**src/rtl/fic_pkg.sv**
```systemverilog
// ----------------------------------------------------------------------------
// fic_pkg: shared types and constants of the firmware image checker
// Holds the size band limits, the target class codes and the structs that
// carry the processing step, the configuration and the chunk figures.
// ----------------------------------------------------------------------------
package fic_pkg;

   // Starting value of both Fletcher sums.
   localparam logic [15:0] SUM_INIT = 16'hFFFF;

   // Size bands in bytes: the first band wins where they overlap.
   localparam logic [31:0] BAND1_LO = 32'd24576;
   localparam logic [31:0] BAND1_HI = 32'd98304;
   localparam logic [31:0] BAND2_LO = 32'd57344;
   localparam logic [31:0] BAND2_HI = 32'd163840;

   // Target class codes of the result word.
   typedef enum logic [1:0] {
      TARGET_UNKNOWN = 2'd0,
      TARGET_SMALL   = 2'd1,
      TARGET_LARGE   = 2'd2
   } target_type;

   // Register indexes of the configuration port.
   typedef enum logic [1:0] {
      CSR_MIN_BYTES  = 2'd0,
      CSR_MAX_BYTES  = 2'd1,
      CSR_LOAD_SMALL = 2'd2,
      CSR_LOAD_LARGE = 2'd3
   } csr_index_type;

   // One processing step of the buffered input word.
   typedef struct packed {
      logic       fire;
      logic       last;
      logic [7:0] data_byte;
   } step_type;

   // Configuration registers.
   typedef struct packed {
      logic [19:0] min_bytes;
      logic [19:0] max_bytes;
      logic [31:0] load_small;
      logic [31:0] load_large;
   } cfg_type;

   // Download chunk figures of the image so far.
   typedef struct packed {
      logic [8:0]  chunk_total;
      logic [12:0] tail_bytes;
   } chunk_info_type;

endpackage

```
**src/rtl/fic_result.sv**
```systemverilog
// ----------------------------------------------------------------------------
// fic_result: result formatting and output register
// Checks the size range, picks the target class and load address, and holds
// the result word until the consumer takes it.
// ----------------------------------------------------------------------------
module fic_result
   import fic_pkg::*;
#(
   parameter int SIZE_BITS = 20
)
(
   input  logic                clock,
   input  logic                reset,
   input  step_type            step,
   input  logic [SIZE_BITS:0]  size,
   input  chunk_info_type      chunk_info,
   input  logic [31:0]         checksum,
   input  cfg_type             cfg,
   input  logic                rsp_ready,
   output logic                rsp_valid,
   output logic                rsp_status,
   output logic [19:0]         rsp_image_size,
   output logic [1:0]          rsp_target_class,
   output logic [31:0]         rsp_target_addr,
   output logic [31:0]         rsp_checksum,
   output logic [8:0]          rsp_chunk_total,
   output logic [12:0]         rsp_tail_bytes
);

   logic        valid_ff, valid_in;
   logic        status_ff;
   logic [19:0] image_size_ff;
   logic [1:0]  target_class_ff;
   logic [31:0] target_addr_ff;
   logic [31:0] checksum_ff;
   logic [8:0]  chunk_total_ff;
   logic [12:0] tail_bytes_ff;

   logic        load;
   logic        in_range;
   logic [31:0] size_ext;
   logic [31:0] size_mask_ext;
   target_type  target;
   logic [31:0] address;

   // Range check, size bands and load address selection.
   always_comb begin
      load          = step.fire && step.last;
      size_ext      = 32'(size);
      size_mask_ext = 32'(size[SIZE_BITS-1:0]);
      in_range      = (size_ext >= 32'(cfg.min_bytes)) && (size_ext <= 32'(cfg.max_bytes));
      if (size_ext >= BAND1_LO && size_ext <= BAND1_HI) begin
         target  = TARGET_SMALL;
         address = cfg.load_small;
      end else if (size_ext >= BAND2_LO && size_ext <= BAND2_HI) begin
         target  = TARGET_LARGE;
         address = cfg.load_large;
      end else begin
         target  = TARGET_UNKNOWN;
         address = 32'h0000_0000;
      end
   end

   // Output valid: set by a new result, cleared when it is taken.
   always_comb begin
      valid_in = valid_ff;
      if (load) begin
         valid_in = 1'b1;
      end else if (rsp_ready) begin
         valid_in = 1'b0;
      end
   end

   always_ff @(posedge clock) begin
      if (reset) begin
         valid_ff <= 1'b0;
      end else begin
         valid_ff <= valid_in;
      end
   end

   // Result payload; a corrupt size zeroes everything but the status.
   always_ff @(posedge clock) begin
      if (load) begin
         status_ff <= !in_range;
         if (in_range) begin
            image_size_ff   <= size_mask_ext[19:0];
            target_class_ff <= target;
            target_addr_ff  <= address;
            checksum_ff     <= checksum;
            chunk_total_ff  <= chunk_info.chunk_total;
            tail_bytes_ff   <= chunk_info.tail_bytes;
         end else begin
            image_size_ff   <= 20'd0;
            target_class_ff <= TARGET_UNKNOWN;
            target_addr_ff  <= 32'h0000_0000;
            checksum_ff     <= 32'h0000_0000;
            chunk_total_ff  <= 9'd0;
            tail_bytes_ff   <= 13'd0;
         end
      end
   end

   assign rsp_valid        = valid_ff;
   assign rsp_status       = status_ff;
   assign rsp_image_size   = image_size_ff;
   assign rsp_target_class = target_class_ff;
   assign rsp_target_addr  = target_addr_ff;
   assign rsp_checksum     = checksum_ff;
   assign rsp_chunk_total  = chunk_total_ff;
   assign rsp_tail_bytes   = tail_bytes_ff;

endmodule

```
**config.mk**
```make
export PLATFORM = sky130hd
export DESIGN_NAME = fic_result
export DESIGN_NICKNAME = d
export VERILOG_FILES = /design/src/rtl/fic_pkg.sv /design/src/rtl/fic_result.sv
export SDC_FILE = /design/constraint.sdc
export NUM_CORES = 1
export LEC_CHECK = 0
export BUFFER_PORTS_ARGS = -buffer_cell sky130_fd_sc_hd__buf_2
export CAP_MARGIN = 20
export CORE_ASPECT_RATIO = 1.5
export CORE_MARGIN = 1
export CORE_UTILIZATION = 35
export DETAILED_ROUTE_END_ITERATION = 7
export GPL_TIMING_DRIVEN = 0
export PLACE_DENSITY = 0.66
export SKIP_LAST_GASP = 1
export SLEW_MARGIN = 20
export SYNTH_ARGS = -nofsm -noshare
export SYNTH_HDL_FRONTEND = slang
export SYNTH_SLANG_ARGS = --single-unit
export TNS_END_PERCENT = 10
```
**constraint.sdc**
```tcl
create_clock -name clock -period 3.45 [get_ports clock]
set_clock_uncertainty 0.15 [all_clocks]
set_input_delay 0.1725 -clock clock [delete_from_list [all_inputs] [get_ports clock]]
set_output_delay 0.1725 -clock clock [all_outputs]
set_load 0.01 [all_outputs]
```
# ---- After elaboration in Yosys (flattened, before gate mapping)
# Cells that the tools add are included.
dict set report op_classes {
  n_reduce_logical 7
  mux 6
  n_lt_le_gt_ge 6
  bitwise_logic 1
}
# cell n
set op_table {}
lappend op_table {{32-bit two-way mux} 2}
lappend op_table {{21-bit by 15-bit >= comparator with 1-bit output, second input constant} 1}
lappend op_table {{21-bit by 16-bit >= comparator with 1-bit output, second input constant} 1}
lappend op_table {{21-bit by 20-bit >= comparator with 1-bit output} 1}
lappend op_table {{21-bit by 17-bit less-or-equal comparator with 1-bit output, second input constant} 1}
lappend op_table {{21-bit by 18-bit less-or-equal comparator with 1-bit output, second input constant} 1}
lappend op_table {{21-bit by 20-bit less-or-equal comparator with 1-bit output} 1}
lappend op_table {{1-bit logical AND} 4}
lappend op_table {{1-bit two-way mux} 3}
lappend op_table {{2-bit two-way mux} 1}
lappend op_table {{2-bit nonzero test} 1}
lappend op_table {{2-bit OR reduction} 1}
lappend op_table {{1-bit zero test} 1}
lappend op_table {{1-bit NOT} 1}
dict set report totals {
  reg_bits 110
  inputBits 192
  output_inout_bits 110
  elab_cells 29
}

# ---- Logic depth before layout (Yosys ltp)
dict set report logic_depth {
  word_depth 4
  depth_mapped 10
  depth_no_buf 8
}

# ---- Worst setup path before layout
# No wires, ideal clock.
dict set report synth_timing {
  path_kind {input -> register}
  startpoint {in step[8] in the netlist's numbering}
  endpoint {reg checksum_ff[0], in the netlist rsp_checksum[0] (enable)}
  required_ns 2.819
  setup_ns 0.481
  path_stages 1
  setup_slack_ns 0.121
  arrival_ns 2.698
  n_path_buf 0
  cell_sequence {and2_1}
}
dict set report synth_between {
  elab_chain_len 1
}
# element line
set synth_lines {}
lappend synth_lines {{from (decl)} fic_result.sv:14} ;# input step_type step,
lappend synth_lines {{1-bit logical AND} fic_result.sv:48} ;# load = step.fire && step.last;
lappend synth_lines {{to (signal assigned)} fic_result.sv:90} ;# checksum_ff <= checksum;
lappend synth_lines {{to (decl)} fic_result.sv:35} ;# logic [31:0] checksum_ff;
# No other way between the ends.
# A chain may end at the register's enable or synchronous reset.

# ---- Worst setup path after layout
dict set report layout_timing {
  startpoint {in size[4]}
  endpoint {reg target_addr_ff[16], in the netlist rsp_target_addr[16] (data pin)}
}
dict set report layout_between {
  elab_chain_len 4
  elab_cells_between_ends 11
  classes_between {order compare (6); mux (2); reduce/logical (3)}
}
# element line
set layout_lines {}
lappend layout_lines {{from (decl)} fic_result.sv:15} ;# input logic [SIZE_BITS:0] size,
lappend layout_lines {{21-bit by 16-bit >= comparator with 1-bit output or 21-bit by 18-bit less-or-equal comparator with 1-bit output (tied branches)} fic_result.sv:55} ;# end else if (size_ext >= BAND2_LO && size_ext <= BAND2_HI) begin
lappend layout_lines {{1-bit logical AND} fic_result.sv:55}
lappend layout_lines {{32-bit two-way mux} fic_result.sv:55}
lappend layout_lines {{32-bit two-way mux} fic_result.sv:52} ;# if (size_ext >= BAND1_LO && size_ext <= BAND1_HI) begin
lappend layout_lines {{to (signal assigned)} fic_result.sv:89} ;# target_addr_ff <= address;
lappend layout_lines {{to (decl)} fic_result.sv:34} ;# logic [31:0] target_addr_ff;
# Several ways; a longest one is shown, not always the timed one.

==> results.md <==
- The post-route standard cell area excluding fillers is 8650 µm².
- The net switching power is 0.000877 W.
- The total power density per cell area is 371 nW/µm².
- The floorplan step set the die height to 164 µm.
- The share of the cycle needed by the critical path after routing is 97.7%.
- Overall power consumption after layout is estimated at 0.00321 W.
- The floorplan step defined a die boundary enclosing 18000 µm².
- Sequential elements use 54.0% of the synthesized area.
- The area share of the leading cell type in the synthesized netlist is 53.7%.
- Ranked by instance count, the synthesized netlist is headed by sky130_fd_sc_hd__and3_1, sky130_fd_sc_hd__edfxtp_1, sky130_fd_sc_hd__a21oi_1.
- The cell at the root of the clock tree is sky130_fd_sc_hd__clkbuf_16.
- The clock input transition at the sequential cells of the worst setup and hold paths is 0.08 ns.
- For this configuration, the core starts out at a cell density of 36.1%.
- After detailed placement, the total cell area comes to 7880 µm².
- The count of TritonRoute iterations in the first routing pass is 6.
- The count of nets after finishing is 1137.
- The analysis attributes to cell leakage a power of 4.12 nW.
- CTS built an H-tree with a depth of 3.
- The wire-length estimate of the detail-placed layout is 14.7 mm.
- The fraction of power spent switching nets is 27.3%.
- The data required time of the worst path is 3.41 ns.
- For this run, the number of standard cells in the final layout without fillers is 1122.
- The number of max-slew violations in the final report is 0.
- The endpoint kind of the worst setup timing path is a flip-flop.
- Combinational logic is responsible for 18.7% of the overall power.
- The area share of and/or/nand/nor cells after synthesis is 20.5%.
- The synthesized netlist devotes 0% of its cell area to XOR and XNOR gates.
- The type of the most critical hold path is input port to flip-flop.
- After detailed routing, the total wire length is 19.4 mm.
- The largest fanout on the critical path is 10.
- The most common cell in the synthesized netlist is sky130_fd_sc_hd__and3_1.
- Derived from the worst setup path, the maximum achievable clock frequency is 0.297 GHz.
- The number of hold violations in the final report was 0.
- Yosys printed 0 warnings.
- The worst-case IR drop observed on VDD is 204 µV.
- The count of boundary I/O pins is 302.
- The number of DRC markers in iteration 0 is 386.
- The routability congestion estimate from global placement is 0.821.
- The maximum buffer depth of the clock tree is 2.
- The clock net in this run drives a total of 110 sinks.
- In the routed design, unresolved DRC markers number 0.
- By area, the combinational part of the netlist is dominated by simple AND/OR/NAND/NOR gates.
- The TritonCTS clock tree is yes.
- The worst setup path is of the input port to flip-flop kind.
- The post-synthesis compound-gate area fraction is 11.9%.
- The wire length of the first global-routing pass is 28.9 mm.
- The worst setup path is launched from an input port.
- The post-detailed-route wirelength per cell is 17.3 µm.
- The post-synthesis mux area share is 0%.
- The most used flip-flop cell after synthesis is sky130_fd_sc_hd__edfxtp_1.
- Data on the critical path arrives at its endpoint at 3.32 ns.
- The total placed cells including tap cells is 1056.
- The synthesized netlist devotes 8.21% of its cell area to adder and majority cells.
- The instance count of the mapped netlist is 551.
- From left edge to right edge, the die measures 110 µm.
- The share of flip-flops with an asynchronous set or reset after synthesis is 0%.
- The post-cts sizing count is 0.
- The count of buffers added on input and output ports is 293.
- The routed design could run at a clock period as short as 3.37 ns.
- The count of endpoints failing setup in the final report is 0.
- The synthesized design contains 109 enable-type register cells.
- The number of buffers inserted during clock tree synthesis is 9.
- The part of the total power dissipated in the clock network is 32.1%.
- The distinct cell type count after synthesis is 38.
- The max-capacitance violation count is 0.
- In the final layout, the share of cells above drive strength 1 is 34.8%.
- The area added between synthesis and finish is 41.9%.
- For this run the aggregate overflow at the end of global routing stands at 0.
- Sorting the synthesized cells by area gives the leading types as sky130_fd_sc_hd__edfxtp_1, sky130_fd_sc_hd__and3_1, sky130_fd_sc_hd__ha_1.
- The count of nets left with antenna violations once routing finished came out at 0.
- Setup total negative slack on the finished layout was measured at 0 ns.
- The internal power of the cells totals 0.00233 W.
- The slew at the pin closest to its max-slew limit is 0.695 ns.
- A synthesized cell averages 11.1 µm².
- The initialized floorplan defines 58 standard-cell rows.
- The mapped netlist covers 6100 µm².
- Summed over all instances, the cell type with the most area after synthesis is sky130_fd_sc_hd__edfxtp_1.
- The run finished with clean final reports.
- The number of global-route vias before repair came to 5783.
- The post-CTS setup buffer count is 0.
- For the worst-skew pair, the clock arrives at the later sink with an insertion delay of 0.35 ns.
- The overall routing resource usage is 21.3%.
- Counting flops and latches in the post-synthesis netlist gives 110.
- The total via count in the routed design is 5770.
- Per report_power, the sequential group accounts for 49.2% of the total.
- The area of the core region is 16900 µm².
- The number of nets handed over by synthesis was 783.
- The number of antenna violations at the first check in global routing was 1.
- The pin count of the biggest net entering global routing is 46.
- Setup repair after global routing left no endpoint under its margin.
- The worst slew slack as a fraction of its limit is 53.3%.
- The via density per instance is 5.14.
## cell usage in the layout (no fill, tap or decap), drive strengths merged, types with 2 or more instances in the layout
cell,instances
buf,298
and3,140
edfxtp,109
clkbuf,51
dlygate4sd3,48
a21oi,46
inv,44
nand2,41
ha,40
a311o,32
o21ai,7
nand4,6
nor2,5
a21o,4
a211oi,4
or4,4
clkinv,4
nor3,3
diode,2
nand3,2
and4,2
or3,2
and2,2
o41ai,2
nor3b,2
## final cells by class
type	count	area (µm²)
diodes	2	5.00
plain buffers	45	173
clock buffers	9	225
clock inverters	7	66.3
fillers	1579	8250
inverters	41	154
multi-input cells	355	2480
flip-flops and latches	110	3290
well taps	210	263
repair buffers	343	1990
## flip-flops by register name, summed over array words and instances (netlist names)
| register | count |
|---|---|
| rsp_target_class | 2 |
| rsp_tail_bytes | 13 |
| rsp_checksum | 32 |
| rsp_valid | 1 |
| rsp_chunk_total | 9 |
| rsp_image_size | 20 |
| rsp_status | 1 |
| rsp_target_addr | 32 |
## power by group through the flow
stage / clock, W / combinational [W] / sequential [W]
6_report: 0.00103 / 0.000602 / 0.00158
5_1_grt: 0.00110 / 0.000665 / 0.00159
4_1_cts: 0.00106 / 0.000603 / 0.00158
3_5_place_dp: 0 / 0.000559 / 0.00161
3_3_place_gp: 0 / 0.000542 / 0.00162
2_1_floorplan: 0 / 0.000214 / 0.00166
## worst paths after layout
path                  start             endpoint  slack, ns  cells past startpoint
max                 size[4]  rsp_target_addr[16]       0.08                     10
min          chunk_info[13]   rsp_chunk_total[0]       0.02                      2
max reg2reg       rsp_valid            rsp_valid       2.16                      3
min reg2reg       rsp_valid            rsp_valid       0.90                      3
## critical path, cell delays in order
cell and delay (ns):
sky130_fd_sc_hd__buf_2 0.13, sky130_fd_sc_hd__ha_1 0.22, sky130_fd_sc_hd__or4_1 0.53, sky130_fd_sc_hd__a21oi_1 0.14, sky130_fd_sc_hd__a211oi_1 0.08, sky130_fd_sc_hd__o41ai_1 0.52
sky130_fd_sc_hd__nand3_1 0.65, sky130_fd_sc_hd__clkbuf_1 0.38, sky130_fd_sc_hd__clkbuf_1 0.28, sky130_fd_sc_hd__and3_1 0.22
## routing by layer
layer,global-route usage (%),share of wire [%],vias up
li1,-,-,2810
met4,10.2,3.8,0
met3,3.47,5.3,46
met5,0,0,-
met1,24.1,39,2665
met2,38.1,52,249
## cells by family (layout without fill, tap and decap cells)
kind of cell	count (synthesis)	in the layout
AOI/OAI and AO/OA	100	100
buffers and inverters	86	445
other	0	2
and+or+nand+nor	215	215
DFF	110	110
adders and majority gates	40	40
## metrics by stage
step	util, %	setup WS [ns]	hold slack (ns)
finish	51.2	0.0809	0.0158
global route	51.2	0.00481	0.0209
global placement	46.3	-1.17	0.180
floorplan	-	0.121	0.0949
detailed placement	46.6	-0.320	0.181
CTS	51.2	0.0550	0.00624
## repair_timing
action | CTS | global route
hold buffers | 48 | 0
hold endpoints to repair | 47 | 0
endpoints found under the setup margin | 0 | 0
Power figures use the tool's default switching activity.
